[src/rtl/core/ccsc_pkg.sv]
// Shared types and constants for the CRC codeword stream checker.
`timescale 1ns / 1ps

package ccsc_pkg;

   localparam int BYTE_W      = 8;
   localparam int CSR_DATA_W  = 16;
   localparam int CSR_IDX_W   = 2;
   localparam int QUEUE_DEPTH = 4;
   localparam int QPTR_W      = $clog2(QUEUE_DEPTH);
   localparam int QCNT_W      = $clog2(QUEUE_DEPTH + 1);
   localparam int OUT_CNT_W   = 32;

   localparam logic [CSR_IDX_W-1:0] CSR_GEN_POLY = 2'd0;
   localparam logic [CSR_IDX_W-1:0] CSR_GEN_LEN  = 2'd1;
   localparam logic [CSR_IDX_W-1:0] CSR_DW_EIGHT = 2'd2;

   localparam logic [15:0] RST_GEN_POLY = 16'd11;
   localparam logic [4:0]  RST_GEN_LEN  = 5'd4;
   localparam logic        RST_DW_EIGHT = 1'b0;

   localparam logic RSP_KIND_DATA    = 1'b0;
   localparam logic RSP_KIND_SUMMARY = 1'b1;

   typedef struct packed {
      logic [7:0] in_byte;
      logic       last_byte;
   } req_type;

   typedef struct packed {
      logic                 kind;
      logic [7:0]           data_byte;
      logic [OUT_CNT_W-1:0] codeword_total;
      logic [OUT_CNT_W-1:0] error_total;
      logic                 last_result;
   } rsp_type;

   typedef struct packed {
      logic [15:0] generator_poly;
      logic [4:0]  generator_length;
      logic        dataword_eight;
   } cfg_type;

   typedef struct packed {
      logic       header;
      logic [7:0] data;
      logic       last;
   } q_entry_type;

   typedef enum logic [2:0] {
      ST_IDLE,
      ST_BITS,
      ST_REDIV,
      ST_COMPLETE,
      ST_SUMMARY
   } back_state_type;

endpackage

[src/rtl/core/ccsc_back.sv]
// Back end: bit-serial CRC division, data byte packing, counters and result register.
`timescale 1ns / 1ps

module ccsc_back #(
   parameter int MAX_GEN_LEN = 16,
   parameter int COUNT_WIDTH = 32
) (
   input  logic                  clock,
   input  logic                  reset,
   input  ccsc_pkg::q_entry_type head,
   input  logic                  q_empty,
   output logic                  q_pop,
   input  ccsc_pkg::cfg_type     cfg,
   input  logic                  cfg_write,
   output logic                  rsp_valid,
   input  logic                  rsp_stall,
   output ccsc_pkg::rsp_type     rsp_data
);
   import ccsc_pkg::*;

   localparam int W    = MAX_GEN_LEN;
   localparam int LMAX = MAX_GEN_LEN + 7;
   localparam int GLW  = $clog2(MAX_GEN_LEN + 1);
   localparam int DEGW = $clog2(MAX_GEN_LEN);
   localparam int LW   = $clog2(LMAX + 1);
   localparam int PW   = $clog2(LMAX);
   localparam int CW   = COUNT_WIDTH;

   back_state_type   state_ff, state_in;
   logic [2:0]       bit_idx_ff, bit_idx_in;
   logic [7:0]       byte_ff, byte_in;
   logic             last_ff, last_in;
   logic [7:0]       skip_ff, skip_in;
   logic [LMAX-1:0]  shift_ff, shift_in;
   logic [LW-1:0]    count_ff, count_in;
   logic [W-1:0]     rem_ff, rem_in;
   logic [PW-1:0]    pos_ff, pos_in;
   logic [3:0]       oa_ff, oa_in;
   logic [3:0]       obc_ff, obc_in;
   logic [CW-1:0]    cw_cnt_ff, cw_cnt_in;
   logic [CW-1:0]    err_cnt_ff, err_cnt_in;
   logic             dirty_ff, dirty_in;
   logic             out_valid_ff, out_valid_in;
   rsp_type          out_data_ff, out_data_in;

   logic [GLW-1:0]   glen;
   logic [3:0]       dw;
   logic [LW-1:0]    len;
   logic [W-1:0]     gmask;
   logic [W-1:0]     g;
   logic             gnz;
   logic [DEGW-1:0]  deg;
   logic [LMAX-1:0]  tmask;

   logic             cur_bit;
   logic [LMAX-1:0]  shift_nx;
   logic [LW-1:0]    count_nx;
   logic [W-1:0]     rem_nx;
   logic [LMAX-1:0]  cmp_shift;
   logic [W-1:0]     cmp_rem;
   logic [LW-1:0]    sel_amt;
   logic [7:0]       d8;
   logic [7:0]       dbits;
   logic             cw_err;
   logic [CW-1:0]    cw_cnt_sat;
   logic [CW-1:0]    err_cnt_new;
   logic [11:0]      asm12;
   logic [3:0]       obc_sum;
   logic             emit;
   logic [3:0]       sh_amt;
   logic [7:0]       emit_byte;
   logic [3:0]       oa_keep;
   logic             slot_free;
   logic             do_complete;
   logic             advance;
   logic             end_byte;
   logic             fetch;

   function automatic logic [W-1:0] crc_step(
      input logic [W-1:0]    rem,
      input logic            din,
      input logic [W-1:0]    gp,
      input logic            gp_nz,
      input logic [DEGW-1:0] gp_deg
   );
      logic [W:0]   sh;
      logic [W-1:0] lo;
      sh = {rem, din};
      lo = sh[W-1:0];
      if (gp_nz && lo[gp_deg]) begin
         sh = sh ^ {1'b0, gp};
      end
      return sh[W-1:0];
   endfunction

   always_comb begin
      if (cfg.generator_length < 5'd2) begin
         glen = GLW'(2);
      end else if (int'(cfg.generator_length) > MAX_GEN_LEN) begin
         glen = GLW'(MAX_GEN_LEN);
      end else begin
         glen = GLW'(cfg.generator_length);
      end
      dw  = cfg.dataword_eight ? 4'd8 : 4'd4;
      len = LW'(dw) + LW'(glen) - LW'(1);
      for (int i = 0; i < W; i++) begin
         gmask[i] = (i < int'(glen));
      end
      g   = W'(cfg.generator_poly) & gmask;
      gnz = |g;
      deg = '0;
      for (int i = 0; i < W; i++) begin
         if (g[i]) begin
            deg = DEGW'(i);
         end
      end
      for (int i = 0; i < LMAX; i++) begin
         tmask[i] = (i < int'(glen) - 1);
      end
   end

   // Completion datapath, shared by the direct path and the recheck path.
   always_comb begin
      cur_bit   = byte_ff[3'd7 - bit_idx_ff];
      shift_nx  = {shift_ff[LMAX-2:0], cur_bit};
      count_nx  = count_ff + LW'(1);
      rem_nx    = crc_step(rem_ff, cur_bit, g, gnz, deg);
      cmp_shift = (state_ff == ST_COMPLETE) ? shift_ff : shift_nx;
      cmp_rem   = (state_ff == ST_COMPLETE) ? rem_ff : rem_nx;
      sel_amt   = len - LW'(dw);
      d8        = 8'(cmp_shift >> sel_amt);
      dbits     = cfg.dataword_eight ? d8 : {4'b0, d8[3:0]};
      cw_err    = gnz ? (|cmp_rem) : (|(cmp_shift & tmask));
      cw_cnt_sat  = (cw_cnt_ff == '1) ? cw_cnt_ff : cw_cnt_ff + CW'(1);
      err_cnt_new = (cw_err && (err_cnt_ff != '1)) ? err_cnt_ff + CW'(1) : err_cnt_ff;
      asm12     = ({8'b0, oa_ff} << dw) | {4'b0, dbits};
      obc_sum   = obc_ff + dw;
      emit      = (obc_sum >= 4'd8);
      sh_amt    = obc_sum - 4'd8;
      emit_byte = 8'(asm12 >> sh_amt);
      oa_keep   = emit ? 4'(asm12 & ((12'd1 << sh_amt) - 12'd1)) : asm12[3:0];
      slot_free = !out_valid_ff || !rsp_stall;
   end

   always_comb begin
      state_in     = state_ff;
      bit_idx_in   = bit_idx_ff;
      byte_in      = byte_ff;
      last_in      = last_ff;
      skip_in      = skip_ff;
      shift_in     = shift_ff;
      count_in     = count_ff;
      rem_in       = rem_ff;
      pos_in       = pos_ff;
      oa_in        = oa_ff;
      obc_in       = obc_ff;
      cw_cnt_in    = cw_cnt_ff;
      err_cnt_in   = err_cnt_ff;
      dirty_in     = dirty_ff;
      out_valid_in = out_valid_ff && rsp_stall;
      out_data_in  = out_data_ff;
      q_pop        = 1'b0;
      do_complete  = 1'b0;
      advance      = 1'b0;
      end_byte     = 1'b0;
      fetch        = 1'b0;

      unique case (state_ff)
         ST_IDLE: begin
            fetch = 1'b1;
         end
         ST_BITS: begin
            if (skip_ff != 8'd0) begin
               skip_in = skip_ff - 8'd1;
               advance = 1'b1;
            end else if (count_nx >= len) begin
               if (dirty_ff) begin
                  // Configuration written since the last completed codeword: divide it again.
                  shift_in = shift_nx;
                  rem_in   = '0;
                  pos_in   = PW'(len - LW'(1));
                  state_in = ST_REDIV;
               end else if (!emit || slot_free) begin
                  do_complete = 1'b1;
                  advance     = 1'b1;
               end
            end else begin
               shift_in = shift_nx;
               count_in = count_nx;
               rem_in   = rem_nx;
               advance  = 1'b1;
            end
         end
         ST_REDIV: begin
            rem_in = crc_step(rem_ff, shift_ff[pos_ff], g, gnz, deg);
            pos_in = pos_ff - PW'(1);
            if (pos_ff == '0) begin
               state_in = ST_COMPLETE;
            end
         end
         ST_COMPLETE: begin
            if (!emit || slot_free) begin
               do_complete = 1'b1;
               advance     = 1'b1;
               state_in    = ST_BITS;
            end
         end
         ST_SUMMARY: begin
            if (slot_free) begin
               out_valid_in               = 1'b1;
               out_data_in.kind           = RSP_KIND_SUMMARY;
               out_data_in.data_byte      = 8'd0;
               out_data_in.codeword_total = OUT_CNT_W'(cw_cnt_ff);
               out_data_in.error_total    = OUT_CNT_W'(err_cnt_ff);
               out_data_in.last_result    = 1'b1;
               skip_in    = 8'd0;
               shift_in   = '0;
               count_in   = '0;
               rem_in     = '0;
               oa_in      = 4'd0;
               obc_in     = 4'd0;
               cw_cnt_in  = '0;
               err_cnt_in = '0;
               dirty_in   = 1'b0;
               state_in   = ST_IDLE;
            end
         end
         default: begin
            state_in = ST_IDLE;
         end
      endcase

      if (do_complete) begin
         shift_in   = '0;
         count_in   = '0;
         rem_in     = '0;
         dirty_in   = 1'b0;
         cw_cnt_in  = cw_cnt_sat;
         err_cnt_in = err_cnt_new;
         oa_in      = oa_keep;
         obc_in     = emit ? sh_amt : obc_sum;
         if (emit) begin
            // At most one data byte per input beat, so it is the final one
            // unless a summary follows.
            out_valid_in               = 1'b1;
            out_data_in.kind           = RSP_KIND_DATA;
            out_data_in.data_byte      = emit_byte;
            out_data_in.codeword_total = OUT_CNT_W'(cw_cnt_sat);
            out_data_in.error_total    = OUT_CNT_W'(err_cnt_new);
            out_data_in.last_result    = !last_ff;
         end
      end

      if (advance) begin
         if (bit_idx_ff == 3'd7) begin
            end_byte = 1'b1;
         end else begin
            bit_idx_in = bit_idx_ff + 3'd1;
         end
      end

      if (end_byte) begin
         if (last_ff) begin
            state_in = ST_SUMMARY;
         end else begin
            fetch = 1'b1;
         end
      end

      if (fetch) begin
         state_in = ST_IDLE;
         if (!q_empty) begin
            q_pop = 1'b1;
            if (head.header) begin
               skip_in = head.data;
               if (head.last) begin
                  state_in = ST_SUMMARY;
               end
            end else begin
               byte_in    = head.data;
               last_in    = head.last;
               bit_idx_in = 3'd0;
               state_in   = ST_BITS;
            end
         end
      end

      if (cfg_write) begin
         dirty_in = 1'b1;
      end
   end

   always_ff @(posedge clock) begin
      if (reset) begin
         state_ff     <= ST_IDLE;
         bit_idx_ff   <= 3'd0;
         last_ff      <= 1'b0;
         skip_ff      <= 8'd0;
         shift_ff     <= '0;
         count_ff     <= '0;
         rem_ff       <= '0;
         pos_ff       <= '0;
         oa_ff        <= 4'd0;
         obc_ff       <= 4'd0;
         cw_cnt_ff    <= '0;
         err_cnt_ff   <= '0;
         dirty_ff     <= 1'b0;
         out_valid_ff <= 1'b0;
      end else begin
         state_ff     <= state_in;
         bit_idx_ff   <= bit_idx_in;
         last_ff      <= last_in;
         skip_ff      <= skip_in;
         shift_ff     <= shift_in;
         count_ff     <= count_in;
         rem_ff       <= rem_in;
         pos_ff       <= pos_in;
         oa_ff        <= oa_in;
         obc_ff       <= obc_in;
         cw_cnt_ff    <= cw_cnt_in;
         err_cnt_ff   <= err_cnt_in;
         dirty_ff     <= dirty_in;
         out_valid_ff <= out_valid_in;
      end
   end

   always_ff @(posedge clock) begin
      byte_ff     <= byte_in;
      out_data_ff <= out_data_in;
   end

   assign rsp_valid = out_valid_ff;
   assign rsp_data  = out_data_ff;

endmodule

[config.mk]
export PLATFORM = sky130hd
export DESIGN_NAME = ccsc_back
export DESIGN_NICKNAME = d
export VERILOG_FILES = /design/src/rtl/core/ccsc_pkg.sv /design/src/rtl/core/ccsc_back.sv
export SDC_FILE = /design/constraint.sdc
export NUM_CORES = 1
export LEC_CHECK = 0
export BUFFER_PORTS_ARGS = -buffer_cell sky130_fd_sc_hd__buf_4
export CORE_ASPECT_RATIO = 0.75
export CORE_UTILIZATION = 55
export DETAILED_ROUTE_END_ITERATION = 16
export PLACE_DENSITY = 0.77
export SKIP_LAST_GASP = 1
export SYNTH_ARGS = -nofsm -noshare
export SYNTH_HDL_FRONTEND = slang
export SYNTH_SLANG_ARGS = --single-unit
[constraint.sdc]
create_clock -name clock -period 7.5 [get_ports clock]
set_input_delay 2.25 -clock clock [delete_from_list [all_inputs] [get_ports clock]]
set_output_delay 2.25 -clock clock [all_outputs]
set_load 0.005 [all_outputs]
## Yosys cells after proc, flatten, opt, wreduce, memory -nomap -nowiden

Index checks and enable logic that the tools add are counted.

| storage, ports and cells | value |
|---|---|
| register bits | 220 |
| word-level logic and storage cells | 250 |
| output and inout port bits | 76 |
| input bits | 37 |

| cells by class | value |
|---|---|
| equal/unequal tests | 13 |
| $add $sub $neg | 15 |
| $lt $le $gt $ge | 46 |
| shift-type cells | 4 |
| reductions and logical operators | 31 |
| bitwise operators | 8 |
| mux-type cells | 113 |

Operator list:

| kind | number |
|---|---|
| $mux 74 | 4 |
| $mux 32 | 6 |
| $mux 23 | 5 |
| $mux 16 | 7 |
| $mux 4 | 21 |
| $add 32x1->32 const B | 2 |
| $mux 3 | 17 |
| $lt 5x6->1 const A | 8 |
| $mux 8 | 6 |
| $pmux 16 s3 | 1 |
| $pmux 23 s2 | 1 |
| $lt 6x6->1 const A | 7 |
| $lt 4x5->1 const A | 8 |
| $mux 5 | 8 |
| $eq 32x32->1 const B | 1 |
| $ne 32x32->1 const B | 1 |
| $reduce_or 16->1 | 2 |
| $xor 16x16->16 | 2 |
| $mux 1 | 27 |
| $lt 4x6->1 const A | 4 |
| $and 23x23->23 | 1 |
| $reduce_or 23->1 | 1 |
| $shr 23x5->8 | 1 |
| $lt 3x5->1 const A | 4 |
| 54 further kinds | 85 |

## Depth between registers and ports, before layout

Gate-level depths: netlist (run 1).

| logic depth | value |
|---|---|
| depth after elaboration | 31 |
| depth in mapped cells | 24 |
| depth with buffers taken out | 17 |

## Least setup slack after synthesis (run 1)

OpenSTA, ideal clock, no wires.

| timing | value |
|---|---|
| path type | in2out |
| start | input cfg[4] (netlist name) |
| end | output q_pop |
| setup slack | -0.347 ns |
| required time | 5.250 ns |
| stages | 17 |
| data arrival time | 5.597 ns |
| buffers on the path | 3 |
| cell sequence | buf_2 > buf_2 > nor2_1 > o21ai_0 > ha_1 > inv_1 > buf_1 > ha_1 > a21o_1 > a21o_1 > a21o_1 > a21oi_1 > o21ai_0 > o21ai_0 > nor2b_1 > a21oi_1 > nor2_1 |

| between the ends | value |
|---|---|
| cells in the longest elaborated chain, start to end | 12 |
| elaborated cells on any way between the ends | 13 |
| classes of those cells | 2 x add/sub; 3 x order compare; 8 x mux |

RTL lines:

| item | line | text |
|---|---|---|
| start, declared | ccsc_back.sv:13 | `input ccsc_pkg::cfg_type cfg,` |
| $gt 5x5->1 | ccsc_back.sv:99 | `end else if (int'(cfg.generator_length) > MAX_GEN_LEN) begin` |
| $mux 5 | ccsc_back.sv:99 |  |
| $mux 5 (*) | ccsc_back.sv:97 | `if (cfg.generator_length < 5'd2) begin` |
| $add 4x5->5 (*) | ccsc_back.sv:105 | `len = LW'(dw) + LW'(glen) - LW'(1);` |
| $sub 5x1->5 (*) | ccsc_back.sv:105 |  |
| $ge 5x5->1 (*) | ccsc_back.sv:176 | `end else if (count_nx >= len) begin` |
| $mux 1 (*) | ccsc_back.sv:176 |  |
| $mux 1 (*) | ccsc_back.sv:173 | `if (skip_ff != 8'd0) begin` |
| $pmux 1 s2 (*) | ccsc_back.sv:168 | `unique case (state_ff)` |
| $mux 1 (*) | ccsc_back.sv:254 | `if (advance) begin` |
| $mux 1 (*) | ccsc_back.sv:262 | `if (end_byte) begin` |
| $mux 1 (*) | ccsc_back.sv:270 | `if (fetch) begin` |
| end, declared | ccsc_back.sv:12 | `output logic q_pop,` |

Mark *: on every way between the ends. The rest lies on a longest branch, timed or not.

## Final worst setup path (run 1)

| timing | value |
|---|---|
| start | input cfg[5] (netlist name) |
| end | output q_pop |

The elaborated chain is that of the path after synthesis.

==> flow_metrics.py, run 1 <==
metrics = {
    "run_status": {
        "status": "finished, violations left",
        "violations": "DRC",
    },
    "clocking": {
        "cts_made_buffers": 22,
        "clock_latency_ns": 0.52,
        "cts_hold_buf": 0,
        "clk_pin_slew_worst_paths_ns": 0.06,
        "htreeDepth": 1,
        "clk_path_buf_depth": 3,
        "cts_tree": "done",
        "clock_sinks": 218,
        "clock-root-buffer": "clkbuf_16",
    },
    "synth": {
        "synthArstFlopShare_pct": 0,
        "synth_seq_cells": 218,
        "netlist_area_mm2": 0.0140,
        "yosysTopAreaCellShare_pct": 30.0,
        "ys_top_cells_by_count": "226 x nor2_1, 210 x dfxtp_1, 173 x a21oi_1",
        "synth.avg_cell_area_um2": 7.46,
        "synthFlopType": "dfxtp_1",
        "ys_types": 88,
        "yosys_warnings": 0,
        "synth.yosys.seq_area_share_pct": 31.7,
        "synth_top_area_cell": "dfxtp_1",
        "ys_top_cells_by_area": "dfxtp_1 30%, a21oi_1 6.2%, nor2_1 6.1%",
        "synth_cells": 1878,
        "synth_edf_count": 8,
        "synth.most_common_cell": "nor2_1",
    },
    "placement": {
        "gp_congestion": 0.989,
        "dp_cells": 2218,
        "port_buffers": 112,
        "place_hpwl_um": 28700,
    },
    "setup_path": {
        "crit_start": "cfg[5]",
        "cp_top_family": "adder cells",
        "rrSetupSlack_ns": 2.83,
        "required_ns": 5.25,
        "slowest_delay_ns": 0.43,
        "critPathBufInv": 3,
        "worstPathMaxFanout": 10,
        "path_class": "primary input to primary output",
        "cp-endpoint": "q_pop",
        "critical_path.endpoint_type": "primary output",
        "start_kind": "primary input",
        "crit_cells": 16,
        "rr_endpoint": "err_cnt_ff[27]$_SDFFE_PP0P_",
        "r2r-start": "state_ff[1]$_SDFF_PP0_",
        "worstPathCellList": "buf_4 > nand2b_1 > nor2_2 > ha_2 > fa_1 > inv_1 > ha_1 > a21o_1 > a21o_1 > a21oi_2 > o21ai_0 > o21ai_1 > nor2b_4 > a21oi_2 > nor2_1 > buf_4",
        "cp_slowest_cell": "fa_1",
        "reg2reg_depth": 13,
        "cp.arrival_ns": 5.07,
    },
    "sta": {
        "finalCriticalPeriod_ns": 7.32,
        "setup_tns_ns": 0,
        "clock_skew_ns": 0.0263,
        "relSlewSlack_pct": 26.1,
        "hold_viol": 0,
        "worstMarginPinSlew_ns": 1.10,
        "maxSlewViolCount": 0,
        "fin_crit_sh_pct": 97.5,
        "max_freq_ghz": 0.137,
        "setup_viol": 0,
    },
    "floorplanning": {
        "die_w_um": 186,
        "dieArea_mm2": 0.0261,
        "start_util_pct": 56.1,
        "core_mm2": 0.0250,
        "floorplan.io_pins": 113,
        "rows": 50,
        "die_h_um": 140,
    },
    "cells_and_area": {
        "syn_to_final_growth_pct": 13.0,
        "utilization_pct": 63.4,
        "fin_nets": 1970,
        "layout.cells.non_filler": 2260,
        "fillers": 2216,
        "diodes": 0,
        "layout-drive-gt1-share_pct": 14.0,
    },
    "flow_run": {
        "cap_violations": 0,
    },
    "route": {
        "vias": 14700,
        "wl_per_cell_um": 18.8,
        "routed_via_density": 6.49,
        "antenna_left": 0,
        "routed_wirelength_um": 42600,
        "drc_errors": 1,
        "dr.pass1.iters": 11,
        "drtIter0Drc": 1586,
    },
    "global_route": {
        "first_global_vias": 13000,
        "grt_pass1_wl_um": 68000,
        "gr-usage-all-layers_pct": 31.9,
        "grt_antenna_before_repair": 0,
        "grt-ovfl-total": 0,
        "grt_max_degree": 67,
    },
    "pwr": {
        "irDropWorstVdd_v": 0.000155,
        "pwr_density_cell_mw_per_mm2": 214,
        "p_leak_nw": 5.88,
    },
    "hold_path": {
        "worstHoldStart": "rsp_data[73]$_DFF_P_",
        "hp-class": "register to register",
    },
}
power breakdown:
group          internal (mW)  leakage (nW)  total (mW)  switching, mW
Clock                  0.712         0.384        1.19          0.479
Sequential              1.28          1.79        1.37         0.0872
Combinational          0.398          3.70       0.828          0.430
Total                   2.39          5.88        3.39          0.996
per-stage QoR:
step	hold slack, ns	setup WS [ns]	area, um^2	total power, mW
after detailed placement	0.462	0.0571	15000	2.21
after global placement	0.453	0.0973	15000	2.19
after CTS	0.474	0.0345	15800	3.39
final	0.472	0.185	15800	3.39
after global routing	0.491	-0.0532	15800	3.53
after floorplan	0.444	0.00797	14000	1.88
area by class of cell:
type / count / area (um^2) / share of cell area [%]
multi-input cells: 1466 / 8830 / 55.8
flip-flops and latches: 218 / 4440 / 28.1
repair buffers: 162 / 1220 / 7.68
clock buffers: 30 / 652 / 4.12
well taps: 338 / 423 / 2.67
inverters: 37 / 139 / 0.878
clock inverters: 9 / 126 / 0.798
sequential cells by signal, summed over array words and instances, names as in the netlist:
register	count
pos_ff	5
rsp_valid	1
skip_ff	8
oa_ff	4
last_ff	1
bit_idx_ff	3
byte_ff	8
cw_cnt_ff	32
err_cnt_ff	32
state_ff	3
count_ff	5
shift_ff	23
dirty_ff	1
obc_ff	2
rsp_data	74
rem_ff	16
worst register-to-register path: stages (launching register included):
cell and delay (ns):
dfxtp_1 0.53, and3b_1 0.71, mux2_2 0.29, o31ai_1 0.07, nor4b_1 0.17, a21o_1 0.19
a22oi_1 0.14, o31ai_1 0.11, nand4_1 0.16, o41ai_1 0.18, nor3_1 0.93, nand2_2 0.41
or4_1 0.60, nand3_1 0.10
timing repair:
action,CTS,global route
setup buffers,0,3
setup endpoints to repair,0,1
gates resized for setup,0,9
placed cells by master, fill, tap and decap left out, drive strengths merged, types with 8 or more instances in the layout:
cell / netlist / routed
clkbuf: 115 / 30
o22a: 21 / 21
and3: 34 / 34
a21o: 17 / 17
a21oi: 173 / 173
xnor2: 26 / 26
mux4: 8 / 8
o221a: 22 / 22
buf: 44 / 162
inv: 37 / 38
edfxtp: 8 / 8
and2: 16 / 16
ha: 24 / 24
a211oi: 27 / 27
nand2: 164 / 164
nor4: 13 / 13
a22oi: 29 / 29
nor2b: 8 / 8
dfxtp: 210 / 210
xor2: 18 / 18
nand2b: 15 / 15
or4: 8 / 8
o211ai: 16 / 16
a31oi: 29 / 29
o21a: 11 / 11
a311oi: 10 / 10
o21ai: 137 / 137
nor3: 86 / 86
nand3: 106 / 106
o31ai: 8 / 8
mux2i: 34 / 34
nand4: 32 / 32
nor2: 227 / 227
or3: 20 / 20
o22ai: 30 / 30
worst min-delay path by stage:
stage	endpoint	slack [ns]	cells past startpoint
global placement	count_ff[4]$_SDFFE_PP0P_	0.45	2
CTS	count_ff[4]$_SDFFE_PP0P_	0.47	2
global route	rsp_data[73]$_DFF_P_	0.49	2
finish	rsp_data[73]$_DFF_P_	0.47	2
detailed placement	rsp_data[73]$_DFF_P_	0.46	2
floorplan	count_ff[4]$_SDFFE_PP0P_	0.44	2
metal layers:
layer | share of wire [%] | vias to the layer above | track usage (%)
met2 | 43 | 695 | 46.8
li1 | - | 6960 | -
met4 | 2.2 | 0 | 8.97
met1 | 46 | 6934 | 47.9
met5 | 0 | - | 0
met3 | 9.0 | 75 | 4.73
cell families after synthesis:
kind of cell,share of synthesized area [%]
compound gates,27.0
mux,4.20
buf+inv,5.89
flops,31.7
other cells,0.0268
xor+xnor,2.75
simple gates,26.0
fa+ha+maj,2.43
(Power assumes the default switching activity.)
==> run 2: changes to the inputs <==
==> constraint.sdc (replaced) <==
create_clock -name clock -period 7.5 [get_ports clock]
set_input_delay 0.75 -clock clock [delete_from_list [all_inputs] [get_ports clock]]
set_output_delay 0.75 -clock clock [all_outputs]
set_load 0.005 [all_outputs]
==> flow_metrics.py, run 2 (synthesized netlist as in run 1, its figures left out) <==
metrics = {
    "run_status": {
        "status": "complete, no violations",
    },
    "clocking": {
        "cts_setup_buffers": 0,
        "cts_tree": "done",
        "cts_hold_buf": 0,
        "clk_pin_slew_worst_paths_ns": 0.06,
        "clock_latency_ns": 0.52,
        "clock-root-buffer": "clkbuf_16",
        "clk_path_buf_depth": 3,
        "clock_sinks": 218,
        "cts.repair.resized": 0,
        "htreeDepth": 1,
        "cts_made_buffers": 23,
    },
    "floorplanning": {
        "die_w_um": 186,
        "start_util_pct": 56.1,
        "dieArea_mm2": 0.0261,
        "core_mm2": 0.0250,
        "floorplan.io_pins": 113,
        "die_h_um": 140,
        "rows": 50,
    },
    "setup_path": {
        "reg2reg_depth": 13,
        "rr_endpoint": "err_cnt_ff[12]$_SDFFE_PP0P_",
        "path_class": "primary input to primary output",
        "start_kind": "primary input",
        "critical_path.endpoint_type": "primary output",
        "worstPathMaxFanout": 25,
        "rrSetupSlack_ns": 2.76,
        "required_ns": 6.75,
        "cp.arrival_ns": 5.14,
        "r2r-start": "state_ff[1]$_SDFF_PP0_",
    },
    "cells_and_area": {
        "final_cell_mix": "225 x nor2_1, 210 x dfxtp_1, 172 x a21oi_1, 160 x nand2_1, 132 x buf_4",
        "diodes": 0,
        "final_common_cell": "nor2_1",
        "fin_nets": 1941,
        "largest_register_ffs": 74,
        "layout-drive-gt1-share_pct": 12.4,
        "syn_to_final_growth_pct": 11.2,
    },
    "hold_path": {
        "min_path_cells": 1,
        "hold_end": "byte_ff[0]$_DFFE_PP_",
        "worstHoldStart": "head[1]",
        "hp-class": "primary input to register",
    },
    "sta": {
        "maxSlewViolCount": 0,
        "relSlewSlack_pct": 13.7,
        "worstMarginPinSlew_ns": 1.29,
        "setup_tns_ns": 0,
        "clock_skew_ns": 0.0134,
        "fin_crit_sh_pct": 78.5,
        "setup_viol": 0,
        "finalCriticalPeriod_ns": 5.89,
        "hold_viol": 0,
        "max_freq_ghz": 0.170,
        "rsz0062_at_grt": "false",
        "hold_slack_ns": 0.426,
    },
    "placement": {
        "gp_congestion": 0.963,
        "place_hpwl_um": 28500,
        "port_buffers": 112,
    },
    "route": {
        "wl_per_cell_um": 18.8,
        "dr.pass1.iters": 5,
        "antenna_left": 0,
        "drc_errors": 0,
        "routed_wirelength_um": 42000,
        "vias": 14500,
        "routed_via_density": 6.49,
        "drtIter0Drc": 1514,
    },
    "global_route": {
        "first_global_vias": 12900,
        "grt_pass1_wl_um": 67400,
        "grt-ovfl-total": 0,
        "grt_antenna_before_repair": 0,
        "gr-usage-all-layers_pct": 31.7,
        "grt_max_degree": 69,
    },
    "flow_run": {
        "cap_violations": 0,
    },
    "pwr": {
        "p_leak_nw": 5.73,
        "pwr_density_cell_mw_per_mm2": 217,
        "irDropWorstVdd_v": 0.000145,
    },
}
## run 2: cell types whose count changed in the layout (fill, tap and decap cells not counted), moves of 2 or more
cell	delta
a21oi_1	+2
a21oi_2	-2
buf_4	-30
clkinv_4	+2
## run 2: per-stage QoR
stage	instance area [um^2]	std cells	worst slack, ns	total power [mW]	util (%)
after floorplan	14000	1880	2.40	1.87	-
after global placement	14800	2191	1.54	2.16	59.2
after detailed placement	14800	2191	1.34	2.18	59.2
after CTS	15600	2232	1.70	3.38	62.4
after global routing	15600	2232	1.29	3.52	62.4
final	15600	2232	1.61	3.38	62.4
## run 2: power by group
group / switching [mW] / leakage, nW / total (mW) / internal (mW)
registers: 0.0898 / 1.79 / 1.37 / 1.28
clock network: 0.493 / 0.398 / 1.21 / 0.720
logic: 0.418 / 3.54 / 0.792 / 0.373
total: 1.00 / 5.73 / 3.38 / 2.38
## run 2: layout make-up
cell class / instances / area, um^2
Fill cell: 2220 / 9390
Clock inverter: 12 / 155
Sequential cell: 218 / 4440
Multi-Input combinational cell: 1466 / 8780
Clock buffer: 29 / 648
Inverter: 37 / 139
Timing Repair Buffer: 132 / 991
Tap cell: 338 / 423
## run 2: worst max path at each step
stage	startpoint	end	slack (ns)	cells after the start
after global routing	cfg[3]	q_pop	1.29	16
after floorplan	cfg[4]	last_ff$_SDFFE_PP0P_	2.40	20
final	cfg[3]	q_pop	1.61	16
after global placement	cfg[5]	err_cnt_ff[27]$_SDFFE_PP0P_	1.54	16
after CTS	cfg[5]	q_pop	1.70	16
after detailed placement	cfg[3]	last_ff$_SDFFE_PP0P_	1.34	18
## run 2: per-layer routing
layer / routed length [um] / GRT usage, % / share of wire [%] / vias up
met5: 0 / 0 / 0 / -
met4: 756 / 7.59 / 1.8 / 0
met3: 3810 / 4.42 / 9.1 / 60
met2: 17800 / 46.4 / 42 / 690
met1: 19700 / 48.3 / 47 / 6843
li1: - / - / - / 6894
## run 2: worst max-delay path, stage by stage
cell and delay (ns):
buf_4 0.25, nor2_1 0.06, o21ai_0 0.50, ha_1 0.75, inv_1 0.49, ha_1 0.41
a21o_1 0.15, a21o_1 0.16, a21o_1 0.17, a21oi_1 0.35, o21ai_0 0.15, o21ai_0 0.23
nor2b_1 0.27, a21oi_1 0.10, nor2_1 0.19, buf_4 0.16
